==> src/hw/rtl/crc16lsb_pkg.sv <==
// Package for the CRC-16 (poly 0x8005, LSB-first input) byte stream block.
// Holds the shared constants, the queue entry type and the byte fold function.
// No dependencies.
`timescale 1ns / 1ps

package crc16lsb_pkg;

  localparam int unsigned CrcWidth          = 16;
  localparam int unsigned ByteWidth         = 8;
  localparam logic [CrcWidth-1:0] CrcPoly   = 16'h8005;
  localparam logic [CrcWidth-1:0] CrcInit   = 16'h0000;
  localparam int unsigned QueueDepthDefault = 2;

  // One finished CRC traveling from the front to the back.
  typedef struct packed {
    logic                valid;
    logic [CrcWidth-1:0] crc;
  } crc_entry_t;

  // Folds one byte into the CRC, bit 0 first, register shifting toward its MSB.
  function automatic logic [CrcWidth-1:0] fold_byte(input logic [CrcWidth-1:0] crc_in,
                                                     input logic [ByteWidth-1:0] data);
    logic [CrcWidth-1:0] reg_v;
    logic                fb;
    reg_v = crc_in;
    for (int k = 0; k < ByteWidth; k++) begin
      fb    = data[k] ^ reg_v[CrcWidth-1];
      reg_v = {reg_v[CrcWidth-2:0], 1'b0};
      if (fb) begin
        reg_v = reg_v ^ CrcPoly;
      end
    end
    return reg_v;
  endfunction

endpackage

==> src/hw/rtl/crc16lsb_front.sv <==
// Front part: accepts message bytes and keeps the running CRC register.
// Depends on crc16lsb_pkg for the fold function and the queue entry type.
`timescale 1ns / 1ps

module crc16lsb_front (
  input  logic                                    clk_i,
  input  logic                                    rst_ni,
  input  logic                                    push_i,
  input  logic                                    full_i,
  input  logic [crc16lsb_pkg::ByteWidth-1:0]      data_byte_i,
  input  logic                                    end_of_message_i,
  output crc16lsb_pkg::crc_entry_t                enq_o
);

  logic [crc16lsb_pkg::CrcWidth-1:0] crc_q, crc_d;
  logic [crc16lsb_pkg::CrcWidth-1:0] folded;
  logic                              accept;

  assign accept = push_i & ~full_i;
  assign folded = crc16lsb_pkg::fold_byte(crc_q, data_byte_i);

  // The last byte of a message hands its CRC to the queue and restarts the register.
  always_comb begin
    crc_d = crc_q;
    if (accept) begin
      crc_d = end_of_message_i ? crc16lsb_pkg::CrcInit : folded;
    end
  end

  assign enq_o.valid = accept & end_of_message_i;
  assign enq_o.crc   = folded;

  always_ff @(posedge clk_i or negedge rst_ni) begin
    if (!rst_ni) begin
      crc_q <= crc16lsb_pkg::CrcInit;
    end else begin
      crc_q <= crc_d;
    end
  end

endmodule

==> src/hw/rtl/crc16lsb_fifo.sv <==
// Short queue of finished CRC words between the front and the back.
// Depends on crc16lsb_pkg for the entry type and widths.
`timescale 1ns / 1ps

module crc16lsb_fifo #(
  parameter int unsigned Depth = crc16lsb_pkg::QueueDepthDefault
) (
  input  logic                     clk_i,
  input  logic                     rst_ni,
  input  crc16lsb_pkg::crc_entry_t wr_i,
  output logic                     full_o,
  output crc16lsb_pkg::crc_entry_t head_o,
  input  logic                     rd_i
);

  localparam int unsigned PtrW = (Depth > 1) ? $clog2(Depth) : 1;
  localparam int unsigned CntW = $clog2(Depth + 1);

  logic [crc16lsb_pkg::CrcWidth-1:0] mem_q [Depth];
  logic [PtrW-1:0] wr_ptr_q, wr_ptr_d, rd_ptr_q, rd_ptr_d;
  logic [CntW-1:0] count_q, count_d;
  logic            wr_en, rd_en, not_empty;

  assign full_o    = (count_q == CntW'(Depth));
  assign not_empty = (count_q != '0);
  assign wr_en     = wr_i.valid & ~full_o;
  assign rd_en     = rd_i & not_empty;

  assign head_o.valid = not_empty;
  assign head_o.crc   = mem_q[rd_ptr_q];

  always_comb begin
    wr_ptr_d = wr_ptr_q;
    rd_ptr_d = rd_ptr_q;
    count_d  = count_q;
    if (wr_en) begin
      wr_ptr_d = (wr_ptr_q == PtrW'(Depth - 1)) ? '0 : wr_ptr_q + PtrW'(1);
    end
    if (rd_en) begin
      rd_ptr_d = (rd_ptr_q == PtrW'(Depth - 1)) ? '0 : rd_ptr_q + PtrW'(1);
    end
    if (wr_en && !rd_en) begin
      count_d = count_q + CntW'(1);
    end else if (rd_en && !wr_en) begin
      count_d = count_q - CntW'(1);
    end
  end

  always_ff @(posedge clk_i or negedge rst_ni) begin
    if (!rst_ni) begin
      wr_ptr_q <= '0;
      rd_ptr_q <= '0;
      count_q  <= '0;
    end else begin
      wr_ptr_q <= wr_ptr_d;
      rd_ptr_q <= rd_ptr_d;
      count_q  <= count_d;
    end
  end

  always_ff @(posedge clk_i) begin
    if (wr_en) begin
      mem_q[wr_ptr_q] <= wr_i.crc;
    end
  end

  a_count_bounded: assert property (@(posedge clk_i) disable iff (!rst_ni)
    count_q <= CntW'(Depth))
    else $error("queue count above depth");

  a_count_tracks: assert property (@(posedge clk_i) disable iff (!rst_ni)
    (wr_en && !rd_en) |=> (count_q == $past(count_q) + CntW'(1)))
    else $error("queue count did not follow a write");

endmodule

==> src/hw/rtl/crc16lsb_back.sv <==
// Back part: takes one CRC word from the queue and hands it out as two items,
// low byte then high byte. Depends on crc16lsb_pkg for the entry type.
`timescale 1ns / 1ps

module crc16lsb_back (
  input  logic                               clk_i,
  input  logic                               rst_ni,
  input  crc16lsb_pkg::crc_entry_t           head_i,
  output logic                               deq_o,
  output logic                               empty_o,
  input  logic                               pop_i,
  output logic [crc16lsb_pkg::ByteWidth-1:0] crc_byte_o,
  output logic                               final_byte_o
);

  logic [crc16lsb_pkg::CrcWidth-1:0] word_q, word_d;
  logic                              valid_q, valid_d;
  logic                              phase_q, phase_d;
  logic                              taken, load;

  assign taken = pop_i & valid_q;
  assign load  = head_i.valid & (~valid_q | (taken & phase_q));
  assign deq_o = load;

  always_comb begin
    word_d  = word_q;
    valid_d = valid_q;
    phase_d = phase_q;
    if (load) begin
      word_d  = head_i.crc;
      valid_d = 1'b1;
      phase_d = 1'b0;
    end else if (taken) begin
      if (phase_q) begin
        valid_d = 1'b0;
        phase_d = 1'b0;
      end else begin
        phase_d = 1'b1;
      end
    end
  end

  assign empty_o      = ~valid_q;
  assign crc_byte_o   = phase_q ? word_q[crc16lsb_pkg::CrcWidth-1:crc16lsb_pkg::ByteWidth]
                                : word_q[crc16lsb_pkg::ByteWidth-1:0];
  assign final_byte_o = phase_q;

  always_ff @(posedge clk_i or negedge rst_ni) begin
    if (!rst_ni) begin
      valid_q <= 1'b0;
      phase_q <= 1'b0;
    end else begin
      valid_q <= valid_d;
      phase_q <= phase_d;
    end
  end

  always_ff @(posedge clk_i) begin
    word_q <= word_d;
  end

  a_high_follows_low: assert property (@(posedge clk_i) disable iff (!rst_ni)
    (taken && !phase_q) |=> (valid_q && phase_q && $stable(word_q)))
    else $error("high CRC byte did not follow the low byte");

  a_no_load_mid_word: assert property (@(posedge clk_i) disable iff (!rst_ni)
    (valid_q && !phase_q) |-> !load)
    else $error("new CRC word loaded before the high byte went out");

endmodule

==> src/hw/rtl/crc16_lsb_first_byte_stream.sv <==
// Top level of the CRC-16 (poly 0x8005, LSB-first input) byte stream block.
// Instantiates crc16lsb_front, crc16lsb_fifo and crc16lsb_back; uses crc16lsb_pkg.
`timescale 1ns / 1ps

// How to use this block:
// Message bytes enter through a queue-style port. A byte is taken at a rising
// clock edge where push is high and full is low. Its bits are folded into a
// 16-bit CRC register (poly 0x8005, zero start, bit 0 first, no final XOR) by
// one XOR network, so a byte can be taken in every cycle while full is low.
// The byte flagged with end_of_message_i is folded in as well, and the finished
// CRC moves into a small queue while the register restarts at zero; the next
// message may begin in the very next cycle.
// Results leave through a second queue-style port. While empty is low the
// oldest item is on crc_byte_o/final_byte_o and is taken where pop is high.
// Each message yields two items: the low CRC byte with final_byte_o low, then
// the high CRC byte with final_byte_o high.
// The low byte becomes visible once the finished CRC has passed the queue and been
// loaded into the back part's output register; the high byte follows the edge that
// pops the low byte. Throughput: one byte per cycle on input while full is low; one
// item per cycle on output while pop is high, set by the single output register.
// If the receiver stalls, finished CRCs collect in the queue (QueueDepth words
// plus one in the output register); once the queue is full, full goes high
// and input bytes wait.
// Reset (rst_ni low, asynchronous) empties the CRC register, queue and output stage.

module crc16_lsb_first_byte_stream #(
  parameter int unsigned QueueDepth = crc16lsb_pkg::QueueDepthDefault
) (
  input  logic                               clk_i,
  input  logic                               rst_ni,
  input  logic                               push,
  output logic                               full,
  input  logic [crc16lsb_pkg::ByteWidth-1:0] data_byte_i,
  input  logic                               end_of_message_i,
  output logic                               empty,
  input  logic                               pop,
  output logic [crc16lsb_pkg::ByteWidth-1:0] crc_byte_o,
  output logic                               final_byte_o
);

  crc16lsb_pkg::crc_entry_t enq, head;
  logic                     deq;

  // Front: running CRC; emits a finished word on the last byte of a message.
  crc16lsb_front u_front (
    .clk_i            (clk_i),
    .rst_ni           (rst_ni),
    .push_i           (push),
    .full_i           (full),
    .data_byte_i      (data_byte_i),
    .end_of_message_i (end_of_message_i),
    .enq_o            (enq)
  );

  // Queue of finished CRC words; its full flag is the input port's full.
  crc16lsb_fifo #(
    .Depth (QueueDepth)
  ) u_fifo (
    .clk_i  (clk_i),
    .rst_ni (rst_ni),
    .wr_i   (enq),
    .full_o (full),
    .head_o (head),
    .rd_i   (deq)
  );

  // Back: splits each word into the low and high result items.
  crc16lsb_back u_back (
    .clk_i        (clk_i),
    .rst_ni       (rst_ni),
    .head_i       (head),
    .deq_o        (deq),
    .empty_o      (empty),
    .pop_i        (pop),
    .crc_byte_o   (crc_byte_o),
    .final_byte_o (final_byte_o)
  );

endmodule
==> config.mk <==
export PLATFORM = sky130hd
export DESIGN_NAME = crc16_lsb_first_byte_stream
export DESIGN_NICKNAME = d
export VERILOG_FILES = /design/src/hw/rtl/crc16lsb_pkg.sv /design/src/hw/rtl/crc16lsb_front.sv /design/src/hw/rtl/crc16lsb_fifo.sv /design/src/hw/rtl/crc16lsb_back.sv /design/src/hw/rtl/crc16_lsb_first_byte_stream.sv
export SDC_FILE = /design/constraint.sdc
export NUM_CORES = 1
export LEC_CHECK = 0
export CAP_MARGIN = 10
export CORE_MARGIN = 4
export CORE_UTILIZATION = 55
export CTS_BUF_LIST = sky130_fd_sc_hd__clkbuf_8
export DETAILED_ROUTE_END_ITERATION = 10
export DONT_BUFFER_PORTS = 1
export PLACE_DENSITY = 0.7
export SLEW_MARGIN = 20
export SYNTH_ARGS = -nofsm -noshare
export SYNTH_HDL_FRONTEND = slang
export SYNTH_SLANG_ARGS = --single-unit
==> constraint.sdc <==
create_clock -name clk_i -period 2.9 [get_ports clk_i]
set_input_delay 0.58 -clock clk_i [delete_from_list [all_inputs] [get_ports clk_i]]
set_output_delay 0.58 -clock clk_i [all_outputs]
set_load 0.005 [all_outputs]
==> flow_metrics.tcl, run 1 <==
set metrics [dict create \
    start_util_pct 56.5 \
    fmax_mhz 470 \
    status "completed" \
    drt_wl_total_um 4260 \
    worstSetupEndpointType "register" \
    slew_viol_final 0 \
    ios 24 \
    syn_nets 191 \
    place_area_um2 2950 \
    power_mw 3.91 \
    power_per_cell_area_nw_per_um2 1230 \
    critical_path.max_stage_delay_ns 0.44 \
    root_buffer "clkbuf_8" \
    power_frac_comb_pct 31.1 \
    intPower_mw 2.74 \
    syn_inst 177 \
    numPortBuffers 0 \
    tightestPinTransition_ns 0.758 \
    dp.cells 243 \
    path_clk_slew_ns 0.07 \
    via_per_inst 5.33 \
    hold_viol 0 \
    clock_sinks 70 \
    grt_antenna_before_repair 0 \
    grt_pass1_vias 1503 \
    fin_crit_ns 2.13 \
    core_um2 5070 \
    clock_path_buffers 2 \
    grt_max_degree 24 \
    cts_max_level 3 \
    ant_nets 0 \
    final_core_util_pct 62.8 \
    pre_cts_slack_ns 0.645 \
    area_growth_pct 11.2 \
    cp_num_buf_inv 1 \
    leakagePower_nw 1.23 \
    rsz0062_at_grt "false" \
    yosysSeqAreaShare_pct 69.5 \
    die_w_um 80.2 \
    n_antenna_cell 0 \
    ys_ff_latch 70 \
    cts_resized 0 \
    cp_max_fo 3 \
    vias 1387 \
    cp.required_ns 2.98 \
    path_delay_family "XOR/XNOR gates" \
    dieArea_um2 6430 \
    route.detailed.drc 0 \
    nets 199 \
    ir_drop_uv 853 \
    stdcell_area_um2 3190 \
    fin_cells 260 \
    power.switching_fraction_pct 29.9 \
    setup_viol 0 \
    fp.dieH_um 80.2 \
    cp-start-kind "register" \
    netlist.area_leader.share_pct 50.3 \
    insertion_delay_ns 0.32 \
    cts_hold_buffers 1 \
    power.share.sequential_pct 46.4 \
    rows 26 \
    maxCapViolations 0 \
    fillers 380 \
    crit_slowest_cell "xnor3_1" \
    grt_pass1_wl_um 7240 \
    holdWs_ns 0.219 \
    worstPathArrival_ns 2.21 \
    relSlewSlack_pct 49.5 \
    tns_ns 0 \
    routedWlPerCell_um 16.4 \
    drt_iter0_markers 131 \
    setup_ws_ns 0.773 \
    cts_tree "done" \
    cp_common_cell "xnor3_1" \
    overflow 0 \
    min_path_type "in2async" \
    syn_avg_cell_area_um2 16.2 \
    min_period_over_period_pct 73.3 \
    path_cells "xnor2_2 > xnor3_1 > xnor3_2 > xnor3_1 > inv_1" \
    yosys_warnings 0 \
    finClkSkew_ns 0.00686 \
    net-switching-power_mw 1.17 \
    drt_first_pass_iters 4 \
    synth_cell_type_count 22 \
    yosys-top-cells-area "edfxtp_1 50%, dfrtp_1 19%, mux2_2 9.4%" \
    clkPwrFrac_pct 22.6 \
    drive_above_1_share_pct 24.7 \
    critPathKind "reg2reg" \
    yosys.area.top_type "edfxtp_1" \
    grt.total_usage_pct 15.4 \
    postCtsSetupRepairBufs 0 \
    gp_congestion 0.845 \
    numCtsBuffers 9 \
    netlist_area_um2 2870 \
]
## layout by cell type, fill, tap and decap left out, types with 7 or more instances in the layout
cell / instances
edfxtp_1: 48
mux2_2: 24
dfrtp_1: 22
xnor2_1: 13
clkbuf_8: 12
a22o_1: 10
xor2_1: 9
inv_1: 9
nand2_1: 8
nand2b_1: 7
## power groups by stage
| stage | sequential, mW | combinational (mW) | clock [mW] |
|---|---|---|---|
| 3_5_place_dp | 1.84 | 1.21 | 0 |
| 5_1_grt | 1.86 | 1.34 | 0.949 |
| 4_1_cts | 1.82 | 1.23 | 0.895 |
| 3_3_place_gp | 1.82 | 1.16 | 0 |
| 2_1_floorplan | 1.73 | 1.03 | 0 |
| 6_report | 1.81 | 1.22 | 0.882 |
## cells in the mapped netlist
cell	n
nor2_1	6
ha_1	1
xnor3_2	1
nand2b_1	7
xnor2_2	2
clkbuf_1	5
xnor3_1	2
buf_2	1
inv_1	8
o21ai_0	5
edfxtp_1	48
o31ai_2	1
nand2_1	8
and3_1	1
a22o_1	10
mux2_2	24
xor2_1	9
a21oi_1	1
xnor2_1	13
buf_1	1
nor2b_1	1
dfrtp_1	22
## flip-flops by register name, indices dropped and copies added (netlist names)
register and cells:
u_fifo.wr_ptr_q 1, u_back.word_q 16, u_back.valid_q 1, u_front.crc_q 16
u_fifo.count_q 2, u_fifo.rd_ptr_q 1, u_fifo.mem_q 32, u_back.final_byte_o 1
## cells by family after synthesis
family | share of synthesized area (%)
adders and majority gates | 0.437
AOI/OAI and AO/OA | 4.54
xor gates and xnor gates | 10.3
DFF | 69.5
buffers and inverters | 2.01
muxes | 9.43
and+or+nand+nor | 3.80
## final timing paths
| path | slack (ns) | from | endpoint | depth (start not counted) |
|---|---|---|---|---|
| min in group clk_i | 0.34 | end_of_message_i | u_front.crc_q[15] | 1 |
| worst max register to register | 0.77 | u_front.crc_q[15] | u_fifo.mem_q[1][15] | 5 |
| worst min-delay path | 0.22 | rst_ni | u_fifo.count_q[1] | 1 |
| worst min register to register | 0.50 | u_fifo.count_q[1] | u_fifo.count_q[1] | 1 |
| worst max-delay path | 0.77 | u_front.crc_q[15] | u_fifo.mem_q[1][15] | 5 |
| max in group asynchronous | 2.34 | rst_ni | u_front.crc_q[9] | 1 |
## routing by layer
layer	vias up	GRT usage [%]	share of wire, %
met2	31	22.4	48
met3	9	5.16	6.2
met4	0	8.28	2.0
met1	704	20.4	44
li1	643	-	-
met5	-	0	0
## final cells by class
| type | instances | area [µm²] | area share (%) |
|---|---|---|---|
| Sequential cell | 70 | 1990 | 62.5 |
| Multi-Input combinational cell | 92 | 816 | 25.6 |
| Clock buffer | 12 | 165 | 5.18 |
| Tap cell | 70 | 87.6 | 2.75 |
| Clock inverter | 4 | 68.8 | 2.16 |
| Inverter | 8 | 30.0 | 0.942 |
| Timing Repair Buffer | 4 | 27.5 | 0.864 |
Note: power is estimated with default switching activity, not from simulation.
==> run 2, diff against run 1 <==
ABC_AREA = 1   (was default)
clock period = 2.09 ns   (was 2.9 ns; I/O delays follow)
==> run 2 against run 1 <==
  * The flow now finishes with violations (setup timing)
  * Sequential share of layout area shrank 7.0 points
  * Area after synthesis is 7.5% higher
  * Combinational power up 120%
  * Clock power is 1% higher
  * Via count increased by 36%
  * Die area rose by 6.7%
  * Power rose by 53%
  * Non-clock buffer count grew 11
  * Flip-flop and latch count stayed put
  * Critical path type unchanged
==> flow_metrics.tcl, run 2 <==
set metrics [dict create \
    via_per_inst 4.98 \
    violations "setup timing" \
    routedWlPerCell_um 14.4 \
    nets 318 \
    gp_congestion 0.825 \
    setup_viol 2 \
    cts_max_level 3 \
    clock_sinks 70 \
    grt_max_degree 23 \
    rows 26 \
    min_period_over_period_pct 100 \
    yosysSeqAreaShare_pct 64.7 \
    holdWs_ns 0.326 \
    r2r-start "u_front.crc_q[14]" \
    path_cells "xnor2_2 > nand2_4 > nand2_4 > nand2_4 > nand2_4 > nand2_4 > nand3_4 > nand2_4 > nand2_4 > nand3_4 > nand2_4 > nand2_4 > nand3_2 > and2_4" \
    drt_iter0_markers 112 \
    final_core_util_pct 68.0 \
    r2r_slack_ns -0.004 \
    synth_cell_type_count 28 \
    hold_end "u_back.final_byte_o" \
    die_w_um 82.8 \
    netlist.area_leader.share_pct 46.8 \
    fin_cells 379 \
    grt.total_usage_pct 16.9 \
    cts_tree "done" \
    grt_antenna_before_repair 0 \
    stdcell_area_um2 3590 \
    path_delay_family "simple AND/OR/NAND/NOR gates" \
    yosys-top-cells-area "edfxtp_1 47%, dfrtp_1 18%, nand2_1 12%" \
    overflow 0 \
    ys_ff_latch 70 \
    r2r-end "u_fifo.mem_q[0][2]" \
    reg2reg_depth 14 \
    grt_pass1_wl_um 9190 \
    drt_wl_total_um 5450 \
    ant_nets 0 \
    ys.flop_type "edfxtp_1" \
    n_antenna_cell 0 \
    setup_ws_ns -0.00405 \
    rsz0062_at_grt "true" \
    fin_crit_ns 2.09 \
    tightestPinTransition_ns 0.508 \
    syn_nets 297 \
    clock_path_buffers 2 \
    numPortBuffers 0 \
    status "finished with violations" \
    route.detailed.drc 0 \
    insertion_delay_ns 0.33 \
    numCtsBuffers 9 \
    worstPathArrival_ns 2.17 \
    synth_edf_count 48 \
    fmax_mhz 478 \
    layout_commonest_cell "nand2_1" \
    slew_viol_final 0 \
    cp-start-kind "register" \
    dp.cells 356 \
    dp_hpwl_um 3640 \
    synth-async-reset-ratio_pct 31.4 \
    drive_above_1_share_pct 21.4 \
    grt_pass1_vias 1905 \
    layout.cells.most_common_list "94 x nand2_1, 48 x edfxtp_1, 33 x inv_1, 22 x dfrtp_1, 13 x buf_4" \
    min_path_type "in2reg" \
    root_buffer "clkbuf_8" \
    fp.dieH_um 82.8 \
    finClkSkew_ns 0.00863 \
    vias 1889 \
    critPathKind "reg2reg" \
    min-delay-start "pop" \
    core_um2 5270 \
    reg_top3 "u_fifo.mem_q (32), u_back.word_q (16), u_front.crc_q (16)" \
    hold_viol 0 \
    yosys.area.top_type "edfxtp_1" \
    path_clk_slew_ns 0.07 \
    cp_common_cell "nand2_4" \
    drt_first_pass_iters 4 \
    syn_inst 283 \
    netlist_area_um2 3080 \
    worstSetupEndpointType "register" \
    cp.required_ns 2.17 \
    ios 24 \
    largest_reg_flops 32 \
    start_util_pct 58.4 \
    maxCapViolations 0 \
    relSlewSlack_pct 66.1 \
    ir_drop_uv 1160 \
    synthTopCellsByCount "98 x nand2_1, 48 x edfxtp_1, 30 x inv_1" \
    critical_path.max_stage_delay_ns 0.43 \
    power_per_cell_area_nw_per_um2 1660 \
    dieArea_um2 6860 \
    yosys_warnings 0 \
    place_area_um2 3230 \
    cp_num_buf_inv 0 \
    regMostFlops "u_fifo.mem_q" \
    leakagePower_nw 1.62 \
    yosysMostFrequentCell "nand2_1" \
    area_growth_pct 16.5 \
    syn_avg_cell_area_um2 10.9 \
    crit_slowest_cell "dfrtp_1" \
    cp_max_fo 4 \
    min_path_cells 2 \
]
[run 2: timing repair]
action	in CTS	in global routing
pin swaps	2	12
gates resized for setup	1	26
endpoints found under the setup margin	4	14
hold buffers	2	0
endpoints found under the hold margin	22	0
buffers inserted	3	2
[run 2: cells by family after synthesis]
kind of cell,after synthesis,synth area share [%]
and+or+nand+nor,137,20.9
DFF,70,64.7
xor gates and xnor gates,18,5.61
AOI/OAI and AO/OA,20,3.82
buffers and inverters,37,4.55
adders and majority gates,1,0.406
[run 2: area by class of cell]
| cell class | count | area [µm²] |
|---|---|---|
| Sequential cell | 70 | 1990 |
| Fill cell | 402 | 1680 |
| Multi-Input combinational cell | 176 | 1090 |
| Clock buffer | 10 | 138 |
| Timing Repair Buffer | 15 | 128 |
| Inverter | 32 | 125 |
| Tap cell | 70 | 87.6 |
| Clock inverter | 6 | 25.0 |
[run 2: worst max-delay path by stage]
| stage | endpoint | slack, ns | start | depth (start not counted) |
|---|---|---|---|---|
| after floorplan | u_fifo.count_q[1] | 0.02 | u_back.final_byte_o | 10 |
| after global placement | u_fifo.mem_q[0][2] | 0.05 | u_front.crc_q[14] | 13 |
| after detailed placement | u_fifo.mem_q[0][15] | -0.02 | u_front.crc_q[14] | 13 |
| after CTS | u_fifo.mem_q[0][2] | 0.004 | u_front.crc_q[14] | 15 |
| after global routing | u_fifo.mem_q[1][15] | -0.1 | u_front.crc_q[14] | 14 |
| final | u_fifo.mem_q[0][2] | -0.004 | u_front.crc_q[14] | 14 |
[run 2: per-stage QoR]
step / setup WS, ns / total power [mW] / TNS (ns)
6_report: -0.00405 / 5.97 / -0.00793
3_5_place_dp: -0.0229 / 4.67 / -0.0782
2_1_floorplan: 0.0224 / 4.13 / 0
3_3_place_gp: 0.0495 / 4.59 / 0
5_1_grt: -0.0971 / 6.41 / -0.604
4_1_cts: 0.00412 / 5.67 / 0
[run 2: metal layers]
layer / vias to the layer above / global-route usage, % / routed length, µm
met5: - / 0 / 0
met4: 0 / 8.02 / 92
met3: 8 / 4.55 / 259
met2: 41 / 26.2 / 2690
met1: 883 / 22.3 / 2410
li1: 957 / - / -
[run 2: worst register-to-register path, stage by stage (launching register included)]
cell and delay (ns):
dfrtp_1 0.43, xnor2_2 0.17, nand2_4 0.10, nand2_4 0.07, nand2_4 0.09, nand2_4 0.08
nand2_4 0.08, nand3_4 0.10, nand2_4 0.14, nand2_4 0.06, nand3_4 0.10, nand2_4 0.09
nand2_4 0.10, nand3_2 0.07, and2_4 0.16
[run 2: power breakdown]
part / internal [mW] / switching (mW)
Sequential: 2.24 / 0.196
Clock: 0.442 / 0.449
Combinational: 0.972 / 1.67
Total: 3.65 / 2.31
==> run 3, diff against run 2 <==
BUFFER_PORTS_ARGS = -buffer_cell sky130_fd_sc_hd__buf_2   (was default)
CORE_UTILIZATION = 62   (was 55)
DONT_BUFFER_PORTS = default   (was 1)
PLACE_DENSITY = 0.82   (was 0.7)
==> run 3 against run 2 <==
  * The flow now finishes without violations
  * Sequential share of layout area fell by 1.8 points
  * Count of clock-buffer cells in the layout increased by 1
  * Fmax increased by 0.61%
  * First-iteration DRC count is 21% higher
  * Non-clock buffer count increased by 27
  * Die area is 10% lower
  * Clock skew is 0.00094 ns lower
  * Global-route usage up 2.4 points
  * Clock power increased by 4.4%
  * Cell area up 3.4%
  * Register-to-register slack is essentially flat
  * Critical endpoint is now u_fifo.mem_q[0][15]
  * Largest power group unchanged
  * Highest routed layer unchanged
==> flow_metrics.tcl, run 3 (synthesis results as in run 2) <==
set metrics [dict create \
    maxCapViolations 0 \
    drt_wl_total_um 5690 \
    n_antenna_cell 0 \
    status "completed" \
    reg2reg_depth 16 \
    drt_first_pass_iters 6 \
    core_um2 4750 \
    grt.busiest_layer "met2" \
    path_cells "inv_2 > nand2_2 > nand2_2 > nand2_2 > nand2_2 > nand2_4 > nand2_4 > nand2_4 > nand3_4 > nand2_4 > nand2_4 > nand3_4 > nand2_4 > nand2_4 > nand3_2 > and2_4" \
    grt_max_degree 23 \
    worstSetupEndpointType "register" \
    startpoint "u_front.crc_q[15]" \
    final_core_util_pct 78.0 \
    crit_slowest_cell "dfrtp_1" \
    area_growth_pct 20.4 \
    numCtsBuffers 9 \
    cts_max_level 3 \
    die_w_um 78.5 \
    fin_crit_ns 2.08 \
    regMostFlops "u_fifo.mem_q" \
    rows 25 \
    slew_viol_final 0 \
    cp.depth 16 \
    min_path_type "in2async" \
    finClkSkew_ns 0.00769 \
    setup_viol 0 \
    fmax_mhz 480 \
    fp.dieH_um 78.5 \
    critPathKind "reg2reg" \
    insertion_delay_ns 0.33 \
    vias 2034 \
    drt_iter0_markers 136 \
    route.detailed.drc 0 \
    cp_num_buf_inv 1 \
    grt_pass1_wl_um 8970 \
    cp.required_ns 2.18 \
    relSlewSlack_pct 63.9 \
    gp_congestion 0.857 \
    numPortBuffers 23 \
    dp_hpwl_um 3700 \
    clock_path_buffers 2 \
    layout.cells.most_common_list "93 x nand2_1, 48 x edfxtp_1, 33 x inv_1, 23 x buf_2, 22 x dfrtp_1" \
    cp_common_cell "nand2_4" \
    overflow 0 \
    fin_cells 403 \
    r2r-end "u_fifo.mem_q[0][15]" \
    r2r_slack_ns 0.009 \
    grt_pass1_vias 1947 \
    drive_above_1_share_pct 28.6 \
    path_clk_slew_ns 0.07 \
    reg_top3 "u_fifo.mem_q (32), u_back.word_q (16), u_front.crc_q (16)" \
    grt_antenna_before_repair 0 \
    power_per_cell_area_nw_per_um2 1690 \
    cp-start-kind "register" \
    largest_reg_flops 32 \
    r2r-start "u_front.crc_q[15]" \
    routedWlPerCell_um 14.1 \
    met2_usage_pct 32.1 \
    root_buffer "clkbuf_8" \
    grt_use_met1_pct 24.3 \
    ir_drop_uv 1050 \
    path_delay_family "simple AND/OR/NAND/NOR gates" \
    place_area_um2 3370 \
    cp_max_fo 5 \
    ios 24 \
    rsz0062_at_grt "true" \
    start_util_pct 64.8 \
    clock_sinks 70 \
    ant_nets 0 \
    grt_use_met3_pct 4.36 \
    grt.total_usage_pct 19.3 \
    power_mw 6.27 \
    worstPathArrival_ns 2.17 \
    stdcell_area_um2 3710 \
    critical_path.max_stage_delay_ns 0.42 \
    leakagePower_nw 1.72 \
    via_per_inst 5.05 \
    cts_tree "done" \
    nets 345 \
    tns_ns 0 \
    min_period_over_period_pct 99.6 \
    hold_viol 0 \
    dp.cells 380 \
    dieArea_um2 6160 \
    layout_commonest_cell "nand2_1" \
    tightestPinTransition_ns 0.542 \
]
-- run 3: cell count changes in the layout (fill, tap and decap cells not counted), moves of 2 or more --
cell,change
buf_4,+5
nand2_4,-2
nand3_1,-2
nand3_4,-3
buf_2,+23
nand3_2,+5
nand2_2,+3
-- run 3: report_power, final --
| group | switching (mW) | leakage [nW] | internal [mW] | total [mW] |
|---|---|---|---|---|
| sequential | 0.206 | 0.727 | 2.24 | 2.45 |
| clock | 0.453 | 0.104 | 0.477 | 0.930 |
| combinational | 1.74 | 0.888 | 1.15 | 2.90 |
| total | 2.40 | 1.72 | 3.87 | 6.27 |
-- run 3: stage by stage --
stage	worst slack, ns	hold WS, ns
floorplan	0.0224	0.122
global placement	0.0136	0.422
detailed placement	-0.0813	0.428
CTS	0.0259	0.0719
global route	-0.0879	0.0737
finish	0.00870	0.0610
-- run 3: timing repair --
action	CTS	global route
gates resized for setup	0	26
buffers inserted	0	7
endpoints found under the setup margin	0	18
hold endpoints to repair	0	0
hold buffers	0	0
-- run 3: layer usage --
layer  vias up  part of all wire [%]
met1       963                    42
met4         0                   2.1
li1       1011                     -
met2        49                    51
met5         -                     0
met3        11                   4.5
-- run 3: layout make-up --
type / instances / area, µm²
flip-flops and latches: 70 / 1990
multi-input cells: 176 / 1070
fillers: 314 / 1050
repair buffers: 42 / 262
clock buffers: 11 / 151
inverters: 32 / 125
well taps: 67 / 83.8
clock inverters: 5 / 20.0
-- run 3: how the worst max path moves through the flow --
stage	to	slack [ns]
floorplan	u_fifo.count_q[1]	0.02
global placement	u_fifo.mem_q[0][2]	0.01
detailed placement	u_fifo.mem_q[0][2]	-0.08
CTS	u_fifo.mem_q[0][2]	0.03
global route	u_fifo.mem_q[1][2]	-0.09
finish	u_fifo.mem_q[0][15]	0.009
